$ cat config.mk
export PLATFORM = sky130hd
export DESIGN_NAME = ps2_mouse_packet_tracker_core
export DESIGN_NICKNAME = d
export VERILOG_FILES = /design/src/design/ps2mpt_pkg.sv /design/src/design/ps2mpt_cfg.sv /design/src/design/ps2mpt_in_reg.sv /design/src/design/ps2mpt_tracker.sv /design/src/design/ps2_mouse_packet_tracker_core.sv
export VERILOG_INCLUDE_DIRS = /design/src /design/src/design
export SDC_FILE = /design/constraint.sdc
export NUM_CORES = 1
export LEC_CHECK = 0
export ABC_AREA = 0
export BUFFER_PORTS_ARGS = -buffer_cell sky130_fd_sc_hd__clkbuf_2
export CAP_MARGIN = 20
export CORE_MARGIN = 10
export CORE_UTILIZATION = 35
export CTS_CLUSTER_DIAMETER = 100
export DETAILED_ROUTE_END_ITERATION = 16
export PLACE_DENSITY_LB_ADDON = 0.3
export SLEW_MARGIN = 0
export SYNTH_ARGS = -nofsm -noshare
export SYNTH_HDL_FRONTEND = slang
export SYNTH_SLANG_ARGS = --single-unit
export TNS_END_PERCENT = 20
$ cat constraint.sdc
create_clock -name clk -period 7.4 [get_ports clk]
set_input_delay 0.37 -clock clk [delete_from_list [all_inputs] [get_ports clk]]
set_output_delay 0.37 -clock clk [all_outputs]
set_load 0.01 [all_outputs]
$ cat src/design/ps2_mouse_packet_tracker_core_defines.svh
// Assertion macros for the PS/2 mouse packet tracker.
// Used by ps2mpt_tracker; no other dependencies.
`ifndef PS2_MOUSE_PACKET_TRACKER_CORE_DEFINES_SVH
`define PS2_MOUSE_PACKET_TRACKER_CORE_DEFINES_SVH

`ifndef NO_ASSERTIONS
// Condition implies consequence in the same cycle
`define PS2MPT_ASSERT_NOW(label, clk, rst, cond, cons, msg) \
  label: assert property (@(posedge clk) disable iff (rst) (cond) |-> (cons)) \
    else $error(msg);
// Condition implies consequence in the next cycle
`define PS2MPT_ASSERT_NEXT(label, clk, rst, cond, cons, msg) \
  label: assert property (@(posedge clk) disable iff (rst) (cond) |=> (cons)) \
    else $error(msg);
`else
`define PS2MPT_ASSERT_NOW(label, clk, rst, cond, cons, msg)
`define PS2MPT_ASSERT_NEXT(label, clk, rst, cond, cons, msg)
`endif

`endif

$ cat src/design/ps2mpt_pkg.sv
// Shared types, constants and helper functions for the PS/2 mouse packet tracker.
// No dependencies.
`timescale 1ns / 1ps

package ps2mpt_pkg;

  // Coordinate and screen size widths
  localparam int CoordBits  = 12;
  localparam int SizeBits   = 13;
  localparam int SumBits    = CoordBits + 2;
  localparam int ResultBits = 2 * CoordBits + 7;
  localparam int TdataBits  = ((ResultBits + 7) / 8) * 8;
  localparam int CfgIdxBits = 2;

  typedef logic [CoordBits-1:0] coord_t;
  typedef logic [SizeBits-1:0]  size_t;
  typedef logic [TdataBits-1:0] tdata_t;
  typedef logic [ResultBits-1:0] result_t;

  localparam size_t  WidthReset  = size_t'(640);
  localparam size_t  HeightReset = size_t'(480);
  localparam coord_t StartPos    = coord_t'(20);

  // Register indexes
  localparam logic [CfgIdxBits-1:0] RegScreenWidth  = 2'd0;
  localparam logic [CfgIdxBits-1:0] RegScreenHeight = 2'd1;

  // Position of a byte within a packet
  typedef enum logic [1:0] {
    PhaseButtons = 2'd0,
    PhaseDx      = 2'd1,
    PhaseDy      = 2'd2
  } phase_t;

  // Registered input beat
  typedef struct packed {
    logic       valid;
    logic [7:0] data;
  } in_beat_t;

  // Per-axis clamp limits
  typedef struct packed {
    coord_t x_lim;
    coord_t y_lim;
  } limits_t;

  // Screen size to largest coordinate: zero acts as one, capped to coordinate range
  function automatic coord_t size_to_limit(size_t size);
    logic [SizeBits-1:0]          lim;
    logic [SizeBits+CoordBits-1:0] wide;
    logic [SizeBits+CoordBits-1:0] cap;
    lim  = (size == '0) ? '0 : size - size_t'(1);
    wide = (SizeBits+CoordBits)'(lim);
    cap  = (SizeBits+CoordBits)'({CoordBits{1'b1}});
    if (wide > cap) begin
      wide = cap;
    end
    return wide[CoordBits-1:0];
  endfunction

  // Clamp a signed sum to [0, lim]
  function automatic coord_t clamp_axis(logic signed [SumBits-1:0] v, coord_t lim);
    logic signed [SumBits-1:0] lim_s;
    lim_s = signed'({2'b00, lim});
    if (v < 0) begin
      return '0;
    end else if (v > lim_s) begin
      return lim;
    end
    return v[CoordBits-1:0];
  endfunction

endpackage

$ cat src/design/ps2mpt_cfg.sv
// Screen size registers and the derived clamp limits.
// Depends on ps2mpt_pkg.
`timescale 1ns / 1ps

module ps2mpt_cfg (
  input  logic                              clk,
  input  logic                              rst,
  input  logic                              cfg_valid,
  output logic                              cfg_ready,
  input  logic [ps2mpt_pkg::CfgIdxBits-1:0] cfg_index,
  input  logic [ps2mpt_pkg::SizeBits-1:0]   cfg_data,
  output ps2mpt_pkg::limits_t               limits
);

  ps2mpt_pkg::size_t screen_width;
  ps2mpt_pkg::size_t screen_height;

  assign cfg_ready = 1'b1;

  // Register writes; other indexes are dropped
  always_ff @(posedge clk) begin
    if (rst) begin
      screen_width  <= ps2mpt_pkg::WidthReset;
      screen_height <= ps2mpt_pkg::HeightReset;
    end else if (cfg_valid) begin
      if (cfg_index == ps2mpt_pkg::RegScreenWidth) begin
        screen_width <= cfg_data;
      end
      if (cfg_index == ps2mpt_pkg::RegScreenHeight) begin
        screen_height <= cfg_data;
      end
    end
  end

  // Limits follow the registers directly
  always_comb begin
    limits.x_lim = ps2mpt_pkg::size_to_limit(screen_width);
    limits.y_lim = ps2mpt_pkg::size_to_limit(screen_height);
  end

endmodule

$ cat src/design/ps2mpt_in_reg.sv
// Input register stage for incoming mouse bytes.
// Depends on ps2mpt_pkg.
`timescale 1ns / 1ps

module ps2mpt_in_reg (
  input  logic                clk,
  input  logic                rst,
  input  logic                s_tvalid,
  output logic                s_tready,
  input  logic [7:0]          s_tdata,   // [7:0] data_byte
  input  logic                take,
  output ps2mpt_pkg::in_beat_t beat
);

  logic       valid;
  logic [7:0] data;

  // Room when empty or when the held beat moves on this cycle
  assign s_tready = !valid || take;

  always_ff @(posedge clk) begin
    if (rst) begin
      valid <= 1'b0;
    end else if (s_tvalid && s_tready) begin
      valid <= 1'b1;
    end else if (take) begin
      valid <= 1'b0;
    end
  end

  // Payload
  always_ff @(posedge clk) begin
    if (s_tvalid && s_tready) begin
      data <= s_tdata;
    end
  end

  assign beat.valid = valid;
  assign beat.data  = data;

endmodule

$ cat src/design/ps2mpt_tracker.sv
// Packet byte counter, cursor update and result register.
// Depends on ps2mpt_pkg and ps2_mouse_packet_tracker_core_defines.svh.
`timescale 1ns / 1ps
`include "ps2_mouse_packet_tracker_core_defines.svh"

module ps2mpt_tracker (
  input  logic                 clk,
  input  logic                 rst,
  input  ps2mpt_pkg::in_beat_t beat,
  input  ps2mpt_pkg::limits_t  limits,
  output logic                 take,
  output logic                 m_tvalid,
  input  logic                 m_tready,
  output ps2mpt_pkg::tdata_t   m_tdata
);

  ps2mpt_pkg::phase_t phase, phase_next;
  logic [2:0]         held_buttons;
  logic [7:0]         delta_x_byte;
  ps2mpt_pkg::coord_t position_x;
  ps2mpt_pkg::coord_t position_y;
  logic [2:0]         previous_buttons;

  logic               pkt_end;
  ps2mpt_pkg::coord_t new_x, new_y;
  logic [3:0]         edges;
  ps2mpt_pkg::result_t result_word;

  logic signed [ps2mpt_pkg::SumBits-1:0] sum_x, sum_y;

  // Unused phase code counts as packet end
  assign pkt_end = (phase != ps2mpt_pkg::PhaseButtons) && (phase != ps2mpt_pkg::PhaseDx);

  // Only a packet-end beat needs the result register
  assign take = beat.valid && (!m_tvalid || m_tready || !pkt_end);

  // Next phase
  always_comb begin
    case (phase)
      ps2mpt_pkg::PhaseButtons: phase_next = ps2mpt_pkg::PhaseDx;
      ps2mpt_pkg::PhaseDx:      phase_next = ps2mpt_pkg::PhaseDy;
      default:                  phase_next = ps2mpt_pkg::PhaseButtons;
    endcase
  end

  // Cursor move and button edges
  always_comb begin
    sum_x = signed'({2'b00, position_x}) +
            ps2mpt_pkg::SumBits'(signed'(delta_x_byte));
    sum_y = signed'({2'b00, position_y}) -
            ps2mpt_pkg::SumBits'(signed'(beat.data));
    new_x = ps2mpt_pkg::clamp_axis(sum_x, limits.x_lim);
    new_y = ps2mpt_pkg::clamp_axis(sum_y, limits.y_lim);
    // right_released, right_pressed, left_released, left_pressed
    edges = {previous_buttons[1] & ~held_buttons[1],
             ~previous_buttons[1] & held_buttons[1],
             previous_buttons[0] & ~held_buttons[0],
             ~previous_buttons[0] & held_buttons[0]};
    result_word = {edges, held_buttons, new_y, new_x};
  end

  // Packet state
  always_ff @(posedge clk) begin
    if (rst) begin
      phase            <= ps2mpt_pkg::PhaseButtons;
      held_buttons     <= 3'd0;
      delta_x_byte     <= 8'd0;
      position_x       <= ps2mpt_pkg::StartPos;
      position_y       <= ps2mpt_pkg::StartPos;
      previous_buttons <= 3'd0;
    end else if (take) begin
      phase <= phase_next;
      case (phase)
        ps2mpt_pkg::PhaseButtons: held_buttons <= beat.data[2:0];
        ps2mpt_pkg::PhaseDx:      delta_x_byte <= beat.data;
        default: begin
          position_x       <= new_x;
          position_y       <= new_y;
          previous_buttons <= held_buttons;
        end
      endcase
    end
  end

  // Result register
  always_ff @(posedge clk) begin
    if (rst) begin
      m_tvalid <= 1'b0;
    end else if (take && pkt_end) begin
      m_tvalid <= 1'b1;
    end else if (m_tready) begin
      m_tvalid <= 1'b0;
    end
  end

  always_ff @(posedge clk) begin
    if (take && pkt_end) begin
      m_tdata <= ps2mpt_pkg::tdata_t'(result_word);
    end
  end

  localparam int EdgeLo = 2 * ps2mpt_pkg::CoordBits + 3;

  `PS2MPT_ASSERT_NOW(a_left_edges_excl, clk, rst, m_tvalid, !(m_tdata[EdgeLo] && m_tdata[EdgeLo+1]), "left press and release together")
  `PS2MPT_ASSERT_NOW(a_right_edges_excl, clk, rst, m_tvalid, !(m_tdata[EdgeLo+2] && m_tdata[EdgeLo+3]), "right press and release together")
  `PS2MPT_ASSERT_NEXT(a_first_byte_advances, clk, rst, take && (phase == ps2mpt_pkg::PhaseButtons), phase == ps2mpt_pkg::PhaseDx, "first byte did not advance phase")
  `PS2MPT_ASSERT_NEXT(a_packet_end_result, clk, rst, take && pkt_end, m_tvalid && (phase == ps2mpt_pkg::PhaseButtons), "packet end without result")

endmodule

$ cat src/design/ps2_mouse_packet_tracker_core.sv
// Top level of the PS/2 mouse packet tracker.
// Depends on ps2mpt_pkg, ps2mpt_cfg, ps2mpt_in_reg and ps2mpt_tracker.
`timescale 1ns / 1ps

// Usage:
//   Slave stream (s_tvalid/s_tready/s_tdata) takes raw mouse bytes, one per beat.
//   Every three bytes form a packet: buttons, dx, dy, with no sync check.
//   Master stream (m_tvalid/m_tready/m_tdata) gives one beat per packet with the
//   clamped cursor position, the held buttons and left/right press and release
//   edges against the previous packet.
//   Config channel (cfg_valid/cfg_ready/cfg_index/cfg_data) writes screen_width
//   (index 0) and screen_height (index 1); other indexes are ignored. Writes take
//   effect at the next completed packet; cfg_ready is always high.
// Throughput: one byte per cycle unless a third byte waits on the result register.
//   A byte first enters the input register; the packet logic then updates state
//   and, on the third byte, loads the result register with the result.
// Stall: the input register keeps taking first and second bytes while a result
//   waits; a third byte waits in the input register until the result register
//   frees, and s_tready drops behind it.
// Reset (rst, synchronous): byte count to the first byte, cursor to (20, 20),
//   buttons cleared, screen 640 by 480, no result pending.

module ps2_mouse_packet_tracker_core (
  input  logic                              clk,
  input  logic                              rst,
  input  logic                              s_tvalid,
  output logic                              s_tready,
  input  logic [7:0]                        s_tdata,   // [7:0] data_byte
  output logic                              m_tvalid,
  input  logic                              m_tready,
  // [11:0] cursor_x, [23:12] cursor_y, [26:24] button_state, [27] left_pressed,
  // [28] left_released, [29] right_pressed, [30] right_released, [31] zero
  output logic [ps2mpt_pkg::TdataBits-1:0]  m_tdata,
  input  logic                              cfg_valid,
  output logic                              cfg_ready,
  input  logic [ps2mpt_pkg::CfgIdxBits-1:0] cfg_index,
  input  logic [ps2mpt_pkg::SizeBits-1:0]   cfg_data
);

  ps2mpt_pkg::limits_t  limits;
  ps2mpt_pkg::in_beat_t beat;
  logic                 take;

  // Screen size registers
  ps2mpt_cfg u_cfg (
    .clk       (clk),
    .rst       (rst),
    .cfg_valid (cfg_valid),
    .cfg_ready (cfg_ready),
    .cfg_index (cfg_index),
    .cfg_data  (cfg_data),
    .limits    (limits)
  );

  // Input register
  ps2mpt_in_reg u_in_reg (
    .clk      (clk),
    .rst      (rst),
    .s_tvalid (s_tvalid),
    .s_tready (s_tready),
    .s_tdata  (s_tdata),
    .take     (take),
    .beat     (beat)
  );

  // Packet tracking and result register
  ps2mpt_tracker u_tracker (
    .clk      (clk),
    .rst      (rst),
    .beat     (beat),
    .limits   (limits),
    .take     (take),
    .m_tvalid (m_tvalid),
    .m_tready (m_tready),
    .m_tdata  (m_tdata)
  );

endmodule
==> impl_metrics.ini, run 1 <==
[final_layout]
syn_to_final_growth_pct = 13.5
fillers = 1811
diodes = 0
fin_cells = 1018
nets = 866
drive_gt1_frac = 0.152

[global_routing]
grtUsageTotal = 0.130
grt_start_max_net_pins = 59
first_global_vias = 4991
grt_pass1_wl_um = 25800
antenna_found_initial = 0
grt_remaining_overflow = 0

[critical_path]
cpMaxStageDelayCell = nor2b_1
cp_common_cell = ha_1
crit_required_ns = 7.65
crit_path_cell_trace = ha_1, inv_1, fa_1, a211oi_1, o21ai_1, a211o_1, a31o_2, a21oi_1, xnor2_1, ha_1, nand4_1, nor2_1, a2111oi_0, o22a_1, nor2b_1, a22oi_2, mux2_2, o21ba_2
worstPathMaxFanout = 9
cp-start-kind = register
cp_slowest_stage_delay_ns = 0.51
cp_num_buf_inv = 1
path_delay_family = compound AO/OA/AOI/OAI gates
cp.arrival_ns = 5.23
end_kind = register
crit_type = reg -> reg

[clock_network]
numCtsBuffers = 9
cts-root-buf = clkbuf_16
post_cts_resized = 0
clk_path_buf_depth = 2
post_cts_buffers = 0
htree_levels = 3
clock_latency_ns = 0.35
path_clk_slew_ns = 0.08
clock-sinks = 106
cts_hold_buf = 0
tritoncts = yes

[detailed_routing]
wl_per_cell_um = 16.1
vias = 5401
viasPerCell = 5.31
drtAntennaViolNets = 0
wirelength_um = 16400
drc = 0
drt_first_pass_iters = 7
first_iter_violations = 325

[sta]
slew_headroom = 0.355
slew_viol_final = 0
rsz0062_at_grt = no
fin_setup_tns_ns = 0
hold_viol = 0
tightest_slew_ns = 0.967
fin_skew_ns = 0.0107
min_period_ns = 4.98
finalCritPeriodShare = 0.673
setup_viol = 0
fmax_ghz = 0.201

[floorplan]
die_h_um = 157
coreArea_um2 = 18200
rows = 49
start_util = 0.360
ios = 63
die_x_um = 157
die_area_um2 = 24600

[yosys]
ys_top_cells_by_count = 93 x nand2_1, 67 x a21oi_1, 67 x dfxtp_1
ys_top_cells_by_area = dfxtp_1 20%, edfxtp_1 18%, ha_1 9.9%
yosys_warnings = 0
synth_async_sr_flop_share = 0
synth_ff_type = dfxtp_1
synth-seq-area-share = 0.383
synth_nets = 816
syn_inst = 734
syn_avg_cell_area_um2 = 8.93
synth_top_area_cell = dfxtp_1
synth.ff_latch_count = 106
yosys.cell_count.top_type = nand2_1
synth-edff-count = 39
synth_top_cell_area_share = 0.205
syn-cell-area_um2 = 6550
synth_cell_types = 72

[power]
power.density_nw_per_um2 = 190
p_leak_nw = 3.11
finalPower_mw = 1.41
irDropWorstVdd_mv = 0.107

[placement]
io_buffers = 60
place.gp.congestion = 0.826
dp_hpwl_um = 12100
placed_cells = 1000

[outcome]
outcome = completed

[run]
maxCapViolCount = 0

[min_path]
min_path_type = in -> reg
==> report_power, final <==
part           leakage [nW]  internal (mW)  switching, mW
Clock                 0.176          0.364          0.218
Combinational          2.03         0.0815          0.118
Sequential            0.904          0.617         0.0134
Total                  3.11           1.06          0.349
==> layout by cell type, fill, tap and decap left out, types with 4 or more instances in the layout <==
cell type	synthesis	final
dfxtp_1	67	67
or3_1	6	6
o21ba_2	6	6
a31oi_1	11	11
buf_4	2	4
nor2b_1	11	11
nand2b_1	5	5
o31a_1	5	5
edfxtp_1	39	39
nor3_1	15	15
nand2_1	93	93
a21oi_1	67	67
nor3b_1	4	4
bufinv_16	0	4
a21o_1	10	10
clkbuf_16	0	9
xor2_1	9	9
clkbuf_2	1	60
o22ai_1	8	8
nor2_1	48	48
a22o_1	7	7
nand4_1	5	5
and2_1	6	6
o21ai_0	39	39
nand3_1	17	17
o211ai_1	4	4
xnor2_1	19	19
o21a_1	8	8
mux2_2	6	6
ha_1	52	52
mux2i_1	14	14
or2_2	8	8
inv_1	43	42
nand3b_1	4	4
o2bb2ai_1	4	4
o31ai_1	7	7
a211o_1	4	4
==> state kept, by name, summed over array words and instances, names as in the netlist <==
register / cells
u_tracker.m_tdata: 31
u_cfg.screen_height: 13
u_cfg.screen_width: 13
u_tracker.position_x: 12
u_tracker.position_y: 12
u_in_reg.data: 8
u_tracker.delta_x_byte: 8
u_tracker.held_buttons: 3
u_tracker.phase: 2
u_tracker.previous_buttons: 2
u_in_reg.valid: 1
u_tracker.m_tvalid: 1
==> layout make-up <==
class | instances | area (um^2) | area share
well taps | 229 | 287 | 0.0385
clock inverters | 6 | 130 | 0.0175
repair buffers | 65 | 350 | 0.0471
multi-input cells | 559 | 3770 | 0.507
inverters | 43 | 161 | 0.0217
flip-flops and latches | 106 | 2510 | 0.338
clock buffers | 10 | 229 | 0.0308
==> cell families after synthesis <==
| group | share of synthesized area |
|---|---|
| flops | 0.383 |
| simple gates | 0.176 |
| compound gates | 0.222 |
| fa+ha+maj | 0.107 |
| xor+xnor | 0.0374 |
| buf+inv | 0.0412 |
| mux | 0.0317 |
| other cells | 0.00115 |
==> worst reg2reg max path: cells and delay by family (launching register included) <==
family / cells / cell delay, ns
buffers and inverters: 1 / 0.05
XOR/XNOR: 1 / 0.16
adder cells (fa/ha/maj): 3 / 0.86
AO/OA/AOI/OAI: 9 / 2.33
flip-flops: 1 / 0.39
multiplexers: 1 / 0.36
AND/OR/NAND/NOR: 3 / 0.72
==> metal layers <==
layer | wire length (um) | global-route usage | part of all wire | up-vias
li1 | - | - | - | 2745
met1 | 8390 | 0.182 | 0.51 | 2538
met2 | 6930 | 0.194 | 0.42 | 108
met3 | 919 | 0.0348 | 0.056 | 10
met4 | 163 | 0.0324 | 0.0099 | 0
met5 | 0 | 0 | 0 | -
==> path summary, 6_finish.rpt <==
path              depth (start not counted)  slack [ns]                       from                      end
hold reg to reg                           0        0.45  u_tracker.held_buttons[2]    u_tracker.m_tdata[26]
hold / removal                            1        0.19                 s_tdata[6]         u_in_reg.data[6]
setup / recovery                         18        2.42           u_in_reg.data[0]  u_tracker.position_y[8]
setup reg to reg                         18        2.42           u_in_reg.data[0]  u_tracker.position_y[8]
==> metrics by stage <==
stage / area (um^2) / hold slack [ns] / utilization / setup WS [ns]
CTS: 7410 / 0.183 / 0.407 / 2.43
finish: 7440 / 0.191 / 0.409 / 2.42
detailed placement: 7050 / 0.421 / 0.387 / 2.45
floorplan: 6550 / 0.408 / - / 3.08
global placement: 7050 / 0.419 / 0.387 / 2.57
global route: 7440 / 0.181 / 0.409 / 1.90
Power figures use the tool's default switching activity.
==> run 2: changes to the inputs <==
==> constraint.sdc (replaced) <==
create_clock -name clk -period 4.1 [get_ports clk]
set_input_delay 0.205 -clock clk [delete_from_list [all_inputs] [get_ports clk]]
set_output_delay 0.205 -clock clk [all_outputs]
set_load 0.01 [all_outputs]
==> impl_metrics.ini, run 2 (synthesis gave the netlist of run 1 again) <==
[outcome]
outcome = finished, violations left
violations = negative setup slack

[critical_path]
cp-start-kind = register
worstPathMaxFanout = 7
end_kind = register
path_delay_family = compound AO/OA/AOI/OAI gates
cp-endpoint = u_tracker.position_x[11]
cpMaxStageDelayCell = a2111oi_4
path_depth = 18
worstSetupStartpoint = u_tracker.delta_x_byte[0]
crit_path_cell_trace = ha_4, fa_2, a211o_1, a2111oi_4, o21bai_1, a21o_1, a21oi_2, xnor2_2, ha_1, o21ai_2, a21oi_2, a2111oi_4, buf_4, o21ai_4, a22oi_4, buf_6, o22ai_2, o211a_1
crit_type = reg -> reg
cp_slowest_stage_delay_ns = 0.41
r2r_start = u_tracker.delta_x_byte[0]
r2r-end = u_tracker.position_x[11]
r2r_slack_ns = -0.13
crit_required_ns = 4.36
cp.arrival_ns = 4.49
worst-r2r-cell-count = 18
cp_num_buf_inv = 2

[global_routing]
first_global_vias = 5528
grt_remaining_overflow = 0
grtUsageTotal = 0.141
antenna_found_initial = 0
grt_start_max_net_pins = 59
grt_pass1_wl_um = 28100

[detailed_routing]
wl_per_cell_um = 15.9
met1_length_um = 8780
vias = 5784
viasPerCell = 5.23
drt_first_pass_iters = 5
dr.max_layer_used = met4
wirelength_um = 17600
first_iter_violations = 274
drc = 0
met3WireLength_um = 915
wl_met2_um = 7760
drtAntennaViolNets = 0

[placement]
io_buffers = 60
dp_hpwl_um = 12900
place.gp.congestion = 0.865
dpl_cell_area_um2 = 7650

[sta]
slew_headroom = 0.338
hold_slack_ns = 0.0210
setup_viol = 33
worst_slack_ns = -0.131
hold_viol = 0
tightest_slew_ns = 0.992
fmax_ghz = 0.236
slew_viol_final = 0
rsz0062_at_grt = yes
finalCritPeriodShare = 1.03
min_period_ns = 4.23
fin_skew_ns = 0.00468

[power]
finalPower_mw = 2.45
power.density_nw_per_um2 = 292
p_leak_nw = 3.59
irDropWorstVdd_mv = 0.193

[final_layout]
drive_gt1_frac = 0.285
largest_reg_flops = 31
final_common_cell = nand2_1
diodes = 0
utilization = 0.459
fin_area_um2 = 8360
final_cell_mix = 89 x nand2_1, 83 x buf_4, 65 x dfxtp_1, 62 x a21oi_1, 60 x clkbuf_2
top_regs = u_tracker.m_tdata (31), u_cfg.screen_height (13), u_cfg.screen_width (13)
nets = 954
syn_to_final_growth_pct = 27.7
fillers = 1729
regMostFlops = u_tracker.m_tdata

[min_path]
min_path_type = in -> reg

[clock_network]
cts-root-buf = clkbuf_16
tritoncts = yes
cts_hold_buf = 0
clock-sinks = 106
clock_latency_ns = 0.36
path_clk_slew_ns = 0.07
clk_path_buf_depth = 2
htree_levels = 3
numCtsBuffers = 9

[floorplan]
die_h_um = 157
ios = 63
die_area_um2 = 24600
die_x_um = 157
rows = 49
start_util = 0.360
coreArea_um2 = 18200

[run]
maxCapViolCount = 0
-- run 2: layer usage --
layer	vias up	GRT usage
met2	124	0.222
met5	-	0
met4	0	0.0328
met1	2719	0.191
met3	10	0.0351
li1	2931	-
-- run 2: worst min path at each step --
stage               start          endpoint  slack [ns]  cells after the start
4_1_cts        s_tdata[3]  u_in_reg.data[3]       0.004                      1
3_5_place_dp   s_tdata[4]  u_in_reg.data[4]        0.38                      1
5_1_grt        s_tdata[3]  u_in_reg.data[3]        0.01                      1
2_1_floorplan  s_tdata[0]  u_in_reg.data[0]        0.30                      0
3_3_place_gp   s_tdata[7]  u_in_reg.data[7]        0.38                      1
6_report       s_tdata[3]  u_in_reg.data[3]        0.02                      1
-- run 2: report_power, final --
| part | switching [mW] | internal (mW) |
|---|---|---|
| Clock | 0.408 | 0.417 |
| Sequential | 0.0198 | 1.11 |
| Combinational | 0.258 | 0.230 |
| Total | 0.685 | 1.76 |
-- run 2: per-stage QoR --
step	worst slack (ns)	cells	TNS, ns
6_report	-0.131	1106	-1.99
5_1_grt	-0.317	1106	-10.89
4_1_cts	-0.0110	1095	-0.0157
3_5_place_dp	-0.242	1075	-6.57
3_3_place_gp	-0.161	1075	-4.10
2_1_floorplan	-0.0323	734	-0.0391
-- run 2: area by class of cell --
type | count | area, um^2 | share of cell area
Inverter | 43 | 161 | 0.0193
Clock buffer | 9 | 225 | 0.0269
Multi-Input combinational cell | 559 | 4080 | 0.488
Sequential cell | 106 | 2510 | 0.301
Tap cell | 229 | 287 | 0.0343
Timing Repair Buffer | 153 | 1040 | 0.125
Clock inverter | 7 | 52.6 | 0.00628
-- run 2: repair_timing --
action | in CTS | in global routing
pin swaps | 6 | 29
resized for setup | 14 | 53
endpoints found under the hold margin | 0 | 0
setup endpoints to repair | 47 | 48
setup buffers | 4 | 9
